**src/flr_pkg.sv**
```systemverilog
// ---------------------------------------------------------------------------
// flr_pkg
// Shared types, codes and constants of the folded line reader.
// ---------------------------------------------------------------------------
package flr_pkg;

	localparam int unsigned FLR_QUEUE_DEPTH = 4;

	localparam logic [1:0] PH_LINE = 2'd0;
	localparam logic [1:0] PH_LOOK = 2'd1;
	localparam logic [1:0] PH_SKIP = 2'd2;

	localparam logic [2:0] ST_OK     = 3'd0;
	localparam logic [2:0] ST_BLANK  = 3'd1;
	localparam logic [2:0] ST_RESYNC = 3'd2;
	localparam logic [2:0] ST_LONG   = 3'd3;
	localparam logic [2:0] ST_EOF    = 3'd4;

	localparam logic [7:0] CH_HASH  = 8'h23;
	localparam logic [7:0] CH_SPACE = 8'h20;
	localparam logic [7:0] CH_TAB   = 8'h09;
	localparam logic [7:0] CH_NL    = 8'h0a;
	localparam logic [7:0] CH_NUL   = 8'h00;

	localparam logic [0:0] REG_MAX_LINE = 1'd0;
	localparam logic [0:0] REG_RAW_MODE = 1'd1;

	localparam logic [15:0] MAX_LINE_RESET = 16'd1024;

	typedef struct packed {
		logic       kind;
		logic [7:0] in_byte;
	} flr_in_t;

	typedef struct packed {
		logic [7:0] out_byte;
		logic       line_end;
		logic [2:0] status;
	} flr_out_t;

	typedef struct packed {
		logic [1:0]  phase;
		logic [15:0] char_count;
		logic [1:0]  n;
		flr_out_t    r0;
		flr_out_t    r1;
	} flr_step_t;

	function automatic flr_out_t mk_char(input logic [7:0] b);
		flr_out_t r;
		r.out_byte = b;
		r.line_end = 1'b0;
		r.status   = ST_OK;
		return r;
	endfunction

	function automatic flr_out_t mk_end(input logic [2:0] st);
		flr_out_t r;
		r.out_byte = 8'd0;
		r.line_end = 1'b1;
		r.status   = st;
		return r;
	endfunction

endpackage

```
**src/flr_step.sv**
```systemverilog
// ---------------------------------------------------------------------------
// flr_step
// Per-byte line logic: next phase, next count and up to two results.
// ---------------------------------------------------------------------------
module flr_step (
	input  flr_pkg::flr_in_t  item,
	input  logic [1:0]        phase,
	input  logic [15:0]       char_count,
	input  logic [15:0]       max_line,
	input  logic              raw_mode,
	output flr_pkg::flr_step_t step
);
	import flr_pkg::*;

	logic [15:0] limit;
	logic [15:0] base;
	logic [15:0] c1;
	logic [2:0]  done_st;
	logic [1:0]  lb_n;
	flr_out_t    lb_r0;
	flr_out_t    lb_r1;
	logic [1:0]  lb_phase;
	logic [15:0] lb_count;
	logic        is_blank;

	assign limit    = ((max_line < 16'd3) ? 16'd3 : max_line) - 16'd1;
	assign done_st  = (char_count == 16'd1) ? ST_BLANK : ST_OK;
	assign base     = (phase == PH_LOOK) ? 16'd0 : char_count;
	assign c1       = base + 16'd1;
	assign is_blank = (item.in_byte == CH_SPACE) || (item.in_byte == CH_TAB);

	// line byte handling against a base count
	always_comb begin
		lb_n     = 2'd0;
		lb_r0    = mk_end(ST_OK);
		lb_r1    = mk_end(ST_OK);
		lb_phase = PH_LINE;
		lb_count = c1;
		if (item.in_byte == CH_NUL) begin
			lb_n     = 2'd1;
			lb_r0    = mk_end(ST_RESYNC);
			lb_count = 16'd0;
		end else if (item.in_byte == CH_NL) begin
			if (raw_mode) begin
				lb_n     = 2'd1;
				lb_r0    = mk_end((c1 == 16'd1) ? ST_BLANK : ST_OK);
				lb_count = 16'd0;
			end else begin
				lb_phase = PH_LOOK;
			end
		end else begin
			lb_n  = 2'd1;
			lb_r0 = mk_char(item.in_byte);
			if (c1 >= limit) begin
				lb_n     = 2'd2;
				lb_r1    = mk_end(ST_LONG);
				lb_count = 16'd0;
			end
		end
	end

	always_comb begin
		step.phase      = phase;
		step.char_count = char_count;
		step.n          = 2'd0;
		step.r0         = mk_end(ST_OK);
		step.r1         = mk_end(ST_OK);
		if (item.kind) begin
			step.phase      = PH_LINE;
			step.char_count = 16'd0;
			if (phase == PH_LOOK || phase == PH_SKIP) begin
				step.n  = 2'd2;
				step.r0 = mk_end(done_st);
				step.r1 = mk_end(ST_EOF);
			end else begin
				step.n  = 2'd1;
				step.r0 = mk_end(ST_EOF);
			end
		end else begin
			unique case (phase)
				PH_SKIP: begin
					if (item.in_byte == CH_NL) begin
						step.phase = PH_LOOK;
					end
				end
				PH_LOOK: begin
					if (item.in_byte == CH_HASH) begin
						step.phase = PH_SKIP;
					end else if (is_blank) begin
						step.phase = PH_LINE;
						step.n     = 2'd1;
						step.r0    = mk_char(CH_SPACE);
						if (char_count >= limit) begin
							step.n          = 2'd2;
							step.r1         = mk_end(ST_LONG);
							step.char_count = 16'd0;
						end
					end else begin
						step.phase      = lb_phase;
						step.char_count = lb_count;
						step.n          = lb_n + 2'd1;
						step.r0         = mk_end(done_st);
						step.r1         = lb_r0;
					end
				end
				default: begin
					step.phase      = lb_phase;
					step.char_count = lb_count;
					step.n          = lb_n;
					step.r0         = lb_r0;
					step.r1         = lb_r1;
				end
			endcase
		end
	end

endmodule

```
**src/flr_out_queue.sv**
```systemverilog
// ---------------------------------------------------------------------------
// flr_out_queue
// Result queue: takes up to two results a cycle, hands out one unless stalled.
// ---------------------------------------------------------------------------
module flr_out_queue #(
	parameter int unsigned DEPTH = flr_pkg::FLR_QUEUE_DEPTH
) (
	input  logic             clk,
	input  logic             arst_n,
	input  logic [1:0]       push_n,
	input  flr_pkg::flr_out_t push_r0,
	input  flr_pkg::flr_out_t push_r1,
	output logic             room,
	output logic             out_valid,
	input  logic             out_stall,
	output flr_pkg::flr_out_t out_item
);
	import flr_pkg::*;

	localparam int unsigned AW = (DEPTH > 1) ? $clog2(DEPTH) : 1;
	localparam int unsigned CW = $clog2(DEPTH + 1);
	localparam logic [AW-1:0] LAST = AW'(DEPTH - 1);

	flr_out_t    mem_q [DEPTH];
	logic [AW-1:0] wr_q;
	logic [AW-1:0] rd_q;
	logic [CW-1:0] cnt_q;
	logic [AW-1:0] wr1;
	logic [AW-1:0] wr2;
	logic [AW-1:0] rd1;
	logic          pop;

	assign wr1       = (wr_q == LAST) ? '0 : wr_q + AW'(1);
	assign wr2       = (wr1 == LAST) ? '0 : wr1 + AW'(1);
	assign rd1       = (rd_q == LAST) ? '0 : rd_q + AW'(1);
	assign out_valid = (cnt_q != '0);
	assign out_item  = mem_q[rd_q];
	assign pop       = out_valid && !out_stall;
	assign room      = (cnt_q <= CW'(DEPTH - 2));

	always_ff @(posedge clk) begin
		if (push_n != 2'd0) begin
			mem_q[wr_q] <= push_r0;
		end
		if (push_n == 2'd2) begin
			mem_q[wr1] <= push_r1;
		end
	end

	always_ff @(posedge clk or negedge arst_n) begin
		if (!arst_n) begin
			wr_q  <= '0;
			rd_q  <= '0;
			cnt_q <= '0;
		end else begin
			unique case (push_n)
				2'd1:    wr_q <= wr1;
				2'd2:    wr_q <= wr2;
				default: wr_q <= wr_q;
			endcase
			if (pop) begin
				rd_q <= rd1;
			end
			cnt_q <= cnt_q + CW'(push_n) - CW'(pop);
		end
	end

endmodule

```
**src/folded_line_reader.sv**
```systemverilog
// ---------------------------------------------------------------------------
// folded_line_reader
// Byte-stream line reader with continuation folding and comment skipping.
// An accepted byte is registered in the input stage, then its results are
// written into the result queue, which offers them in order after any older results.
// Throughput: one byte per cycle unless stalled; two results of one byte leave
// singly; the result queue absorbs this and stalls input when nearly full.
// Reset: phase in line, count zero, max_line 1024, raw_mode 0, queue empty.
// ---------------------------------------------------------------------------
module folded_line_reader #(
	parameter int unsigned QUEUE_DEPTH = flr_pkg::FLR_QUEUE_DEPTH
) (
	input  logic              clk,
	input  logic              arst_n,
	input  logic              in_valid,
	output logic              in_stall,
	input  flr_pkg::flr_in_t  in_item,
	output logic              out_valid,
	input  logic              out_stall,
	output flr_pkg::flr_out_t out_item,
	input  logic              cfg_we,
	input  logic [0:0]        cfg_index,
	input  logic [15:0]       cfg_data
);
	import flr_pkg::*;

	flr_in_t     item_s1;
	logic        valid_s1;
	logic [1:0]  phase_q;
	logic [15:0] count_q;
	logic [15:0] max_line_q;
	logic        raw_mode_q;
	flr_step_t   step;
	logic        room;
	logic        go;

	assign go       = valid_s1 && room;
	assign in_stall = valid_s1 && !room;

	always_ff @(posedge clk) begin
		if (!in_stall) begin
			item_s1 <= in_item;
		end
	end

	always_ff @(posedge clk or negedge arst_n) begin
		if (!arst_n) begin
			valid_s1   <= 1'b0;
			phase_q    <= PH_LINE;
			count_q    <= '0;
			max_line_q <= MAX_LINE_RESET;
			raw_mode_q <= 1'b0;
		end else begin
			if (!in_stall) begin
				valid_s1 <= in_valid;
			end
			if (go) begin
				phase_q <= step.phase;
				count_q <= step.char_count;
			end
			if (cfg_we) begin
				unique case (cfg_index)
					REG_MAX_LINE: max_line_q <= cfg_data;
					REG_RAW_MODE: raw_mode_q <= cfg_data[0];
					default:      max_line_q <= max_line_q;
				endcase
			end
		end
	end

	flr_step u_step (
		.item       (item_s1),
		.phase      (phase_q),
		.char_count (count_q),
		.max_line   (max_line_q),
		.raw_mode   (raw_mode_q),
		.step       (step)
	);

	flr_out_queue #(
		.DEPTH (QUEUE_DEPTH)
	) u_queue (
		.clk       (clk),
		.arst_n    (arst_n),
		.push_n    (go ? step.n : 2'd0),
		.push_r0   (step.r0),
		.push_r1   (step.r1),
		.room      (room),
		.out_valid (out_valid),
		.out_stall (out_stall),
		.out_item  (out_item)
	);

endmodule

```
**config.mk**
```make
export PLATFORM = sky130hd
export DESIGN_NAME = folded_line_reader
export DESIGN_NICKNAME = d
export VERILOG_FILES = /design/src/flr_pkg.sv /design/src/flr_step.sv /design/src/flr_out_queue.sv /design/src/folded_line_reader.sv
export SDC_FILE = /design/constraint.sdc
export NUM_CORES = 1
export LEC_CHECK = 0
export BUFFER_PORTS_ARGS = -buffer_cell sky130_fd_sc_hd__buf_2
export CORE_MARGIN = 10
export CORE_UTILIZATION = 40
export CTS_CLUSTER_SIZE = 16
export DETAILED_ROUTE_END_ITERATION = 8
export PLACE_DENSITY = 0.62
export SLEW_MARGIN = 20
export SYNTH_ARGS = -nofsm -noshare
export SYNTH_HDL_FRONTEND = slang
export SYNTH_SLANG_ARGS = --single-unit
```
**constraint.sdc**
```tcl
create_clock -name clk -period 16.8 [get_ports clk]
set_input_delay 0.84 -clock clk [delete_from_list [all_inputs] [get_ports clk]]
set_output_delay 0.84 -clock clk [all_outputs]
set_load 0.005 [all_outputs]
```
==> results.cfg <==
[clocking]
cts_sinks = 100
cts-root-buf = clkbuf_16
cts_htree_levels = 3
holdBufCountCts = 0
cts_resized = 0
clk_latency_ns = 0.36
clk_path_buf_depth = 2
numCtsBuffers = 9
tritoncts = yes
post_cts_buffers = 0
cts.clk_slew.worst_paths_ns = 0.08

[drt]
first_pass_iters = 5
ant_nets = 0
viasPerCell = 5.59
remaining_drc_errors = 0
post_drt_wl_per_cell_microns = 17.6
drt_iter0_markers = 443
wl_mm = 15.0
vias = 4755

[grt]
overflow = 0
grt_pass1_vias = 4849
grt_pass1_wl_mm = 24.8
antenna_found_initial = 0
track_usage_pct = 14.2
grt_max_degree = 44

[synthesis]
ys_warn_count = 0
synth-edff-count = 57
ys_ff_latch = 100
ys_async_sr_fraction_pct = 43.0
synth-main-ff-cell = edfxtp_1
synth.distinct_cells = 62
synth_cells = 592
syn_avg_cell_area_sq_um = 10.7
synth_fp_nets = 671
yosysSeqAreaShare_pct = 44.2
syn_area_sq_mm = 0.00631

[sta]
fin_skew_ns = 0.0110
timing.fmax_mhz = 159
final-setup-viol-count = 0
rsz0062_at_grt = no
fin_setup_tns_ns = 0
slew_violations = 0
tightest_slew_ns = 1.05
slew_headroom_pct = 29.8
hold_viol = 0
fin_crit_ns = 6.28
fin_crit_sh_pct = 37.4

[floorplanning]
die_h_microns = 146
initial_utilization_pct = 41.2
core.rowCount = 45
fp.dieW_microns = 146
core_sq_mm = 0.0153
num_io_pins = 45
die_area_sq_mm = 0.0212

[placement]
dp_hpwl_mm = 11.6
dp_cells = 835
port_buffers = 44
globalplace.congestion = 0.898

[final_layout]
area_growth_pct = 12.6
antennaDiodeCount = 0
layout_common_cells = 57 x edfxtp_1, 53 x nor2_1, 47 x ha_1, 43 x nand2_1, 43 x buf_2
drive_gt1_share_pct = 18.9
layout_commonest_cell = edfxtp_1
nNetsFinal = 714
fin_cells = 851
fillers = 1434

[setup_path]
crit_fanout = 19
r2r-start = phase_q[1]
crit_slowest_cell = ha_1
worstSetupEndpointType = register
crit_chain = inv_1 > ha_1 > inv_1 > nand2_1 > inv_1 > ha_1 > nand4b_1 > nor4_1 > xnor2_1 > ha_1 > a21oi_1 > o21ai_0 > a21oi_1 > o41ai_1 > o21ai_0 > buf_4 > o221ai_1 > nand3_1 > ha_1 > nand2_1 > nand2_1 > a21boi_0 > nor2b_1
cpPeakStageDelay_ns = 0.66
worst_path_most_repeated_cell = ha_1
worstPathArrival_ns = 6.38
start_kind = register
worstSetupPathType = register to register
worstReg2RegEnd = u_queue.mem_q[1][8]
r2r_slack_ns = 10.52
reg2reg_depth = 23
crit_required_ns = 16.90

[power]
power.density_mw_per_mm2 = 131
ir_worst_vdd_uv = 99.3
p_leak_nw = 2.87

[hold_path]
hold_class = primary input to asynchronous set/reset pin

[run_status]
status = finished clean

[run]
cap_violations = 0
## routing by layer
layer / track usage [%] / routed length (microns) / part of all wire [%] / vias to the layer above
met4: 5.86 / 405 / 2.7 / 0
li1: - / - / - / 2262
met1: 16.6 / 6030 / 40 / 2332
met2: 24.4 / 7770 / 52 / 131
met3: 3.48 / 777 / 5.2 / 30
met5: 0 / 0 / 0 / -
## worst max path at each step
| stage | startpoint | to | slack, ns | cells after the start |
|---|---|---|---|---|
| 2_1_floorplan | max_line_q[7] | u_queue.mem_q[0][0] | 11.00 | 19 |
| 3_3_place_gp | phase_q[1] | u_queue.mem_q[1][11] | 10.75 | 23 |
| 3_5_place_dp | max_line_q[6] | u_queue.mem_q[1][8] | 10.57 | 21 |
| 4_1_cts | phase_q[1] | u_queue.mem_q[1][8] | 10.54 | 23 |
| 5_1_grt | phase_q[1] | u_queue.mem_q[0][10] | 9.99 | 23 |
| 6_report | phase_q[1] | u_queue.mem_q[1][8] | 10.52 | 23 |
## stage by stage
stage | total power [W] | instance area (sq um) | utilization, % | hold slack [ns] | setup slack, ns
floorplan | 0.000609 | 6310 | - | 0.494 | 11.00
global placement | 0.000714 | 6780 | 44.3 | 0.510 | 10.75
detailed placement | 0.000724 | 6780 | 44.3 | 0.514 | 10.57
CTS | 0.000948 | 7100 | 46.4 | 0.532 | 10.54
global route | 0.000999 | 7100 | 46.4 | 0.513 | 9.99
finish | 0.000933 | 7100 | 46.4 | 0.474 | 10.52
## power breakdown
group	switching [W]	internal, W	total (W)
logic	0.000170	0.000152	0.000322
registers	0.0000599	0.000331	0.000391
clock network	0.000100	0.000119	0.000220
## final cells by class
cell class / instances / area (sq um) / share of cell area (%)
multi-input cells: 441 / 3340 / 47.0
well taps: 211 / 264 / 3.72
clock inverters: 7 / 91.3 / 1.29
flip-flops and latches: 100 / 2790 / 39.3
repair buffers: 51 / 275 / 3.88
inverters: 32 / 120 / 1.69
clock buffers: 9 / 225 / 3.17
## logic make-up after synthesis
group,count (synthesis),synth area share (%)
compound gates,97,10.6
mux,50,10.9
flops,100,44.2
fa+ha+maj,48,9.64
simple gates,218,17.8
buf+inv,51,3.03
xor+xnor,28,3.89
## critical path: cells and delay by family (launching register included)
family,cells,cell delay [ns]
and+or+nand+nor,7,1.30
buffers and inverters,4,0.87
DFF,1,0.39
AOI/OAI and AO/OA,7,1.27
adders and majority gates,4,1.61
xor gates and xnor gates,1,0.54
## synthesized netlist by cell type (all sizes together), types with 3 or more instances
library cell   n  share of area, %
ha            47               9.3
a211oi         5              0.60
nor2          53               3.2
a41o           4              0.63
mux2          29               5.2
mux2i          9               1.4
nor4           7              0.69
a21oi         18               1.4
nor2b         34               3.4
xnor2         19               2.6
o21ai         34               2.7
nand4          6              0.60
or2            4              0.40
and2          12               1.2
nor3          17               1.3
a21boi         4              0.48
nand2b         6              0.60
nand3         16               1.3
clkbuf        17               1.0
nand4b         3              0.42
a2111oi        3              0.71
xor2           9               1.2
or4            7               1.0
edfxtp        57                27
nand2         43               2.6
mux4          12               4.3
inv           32               1.9
dfrtp         42                17
or3            3              0.30
## registers in the layout, indices dropped and copies added (netlist names)
signal / count
u_queue.mem_q: 48
count_q: 16
max_line_q: 16
item_s1: 9
u_queue.cnt_q: 3
phase_q: 2
u_queue.rd_q: 2
u_queue.wr_q: 2
raw_mode_q: 1
valid_s1: 1
No activity file was read; power rests on OpenSTA's default activity.
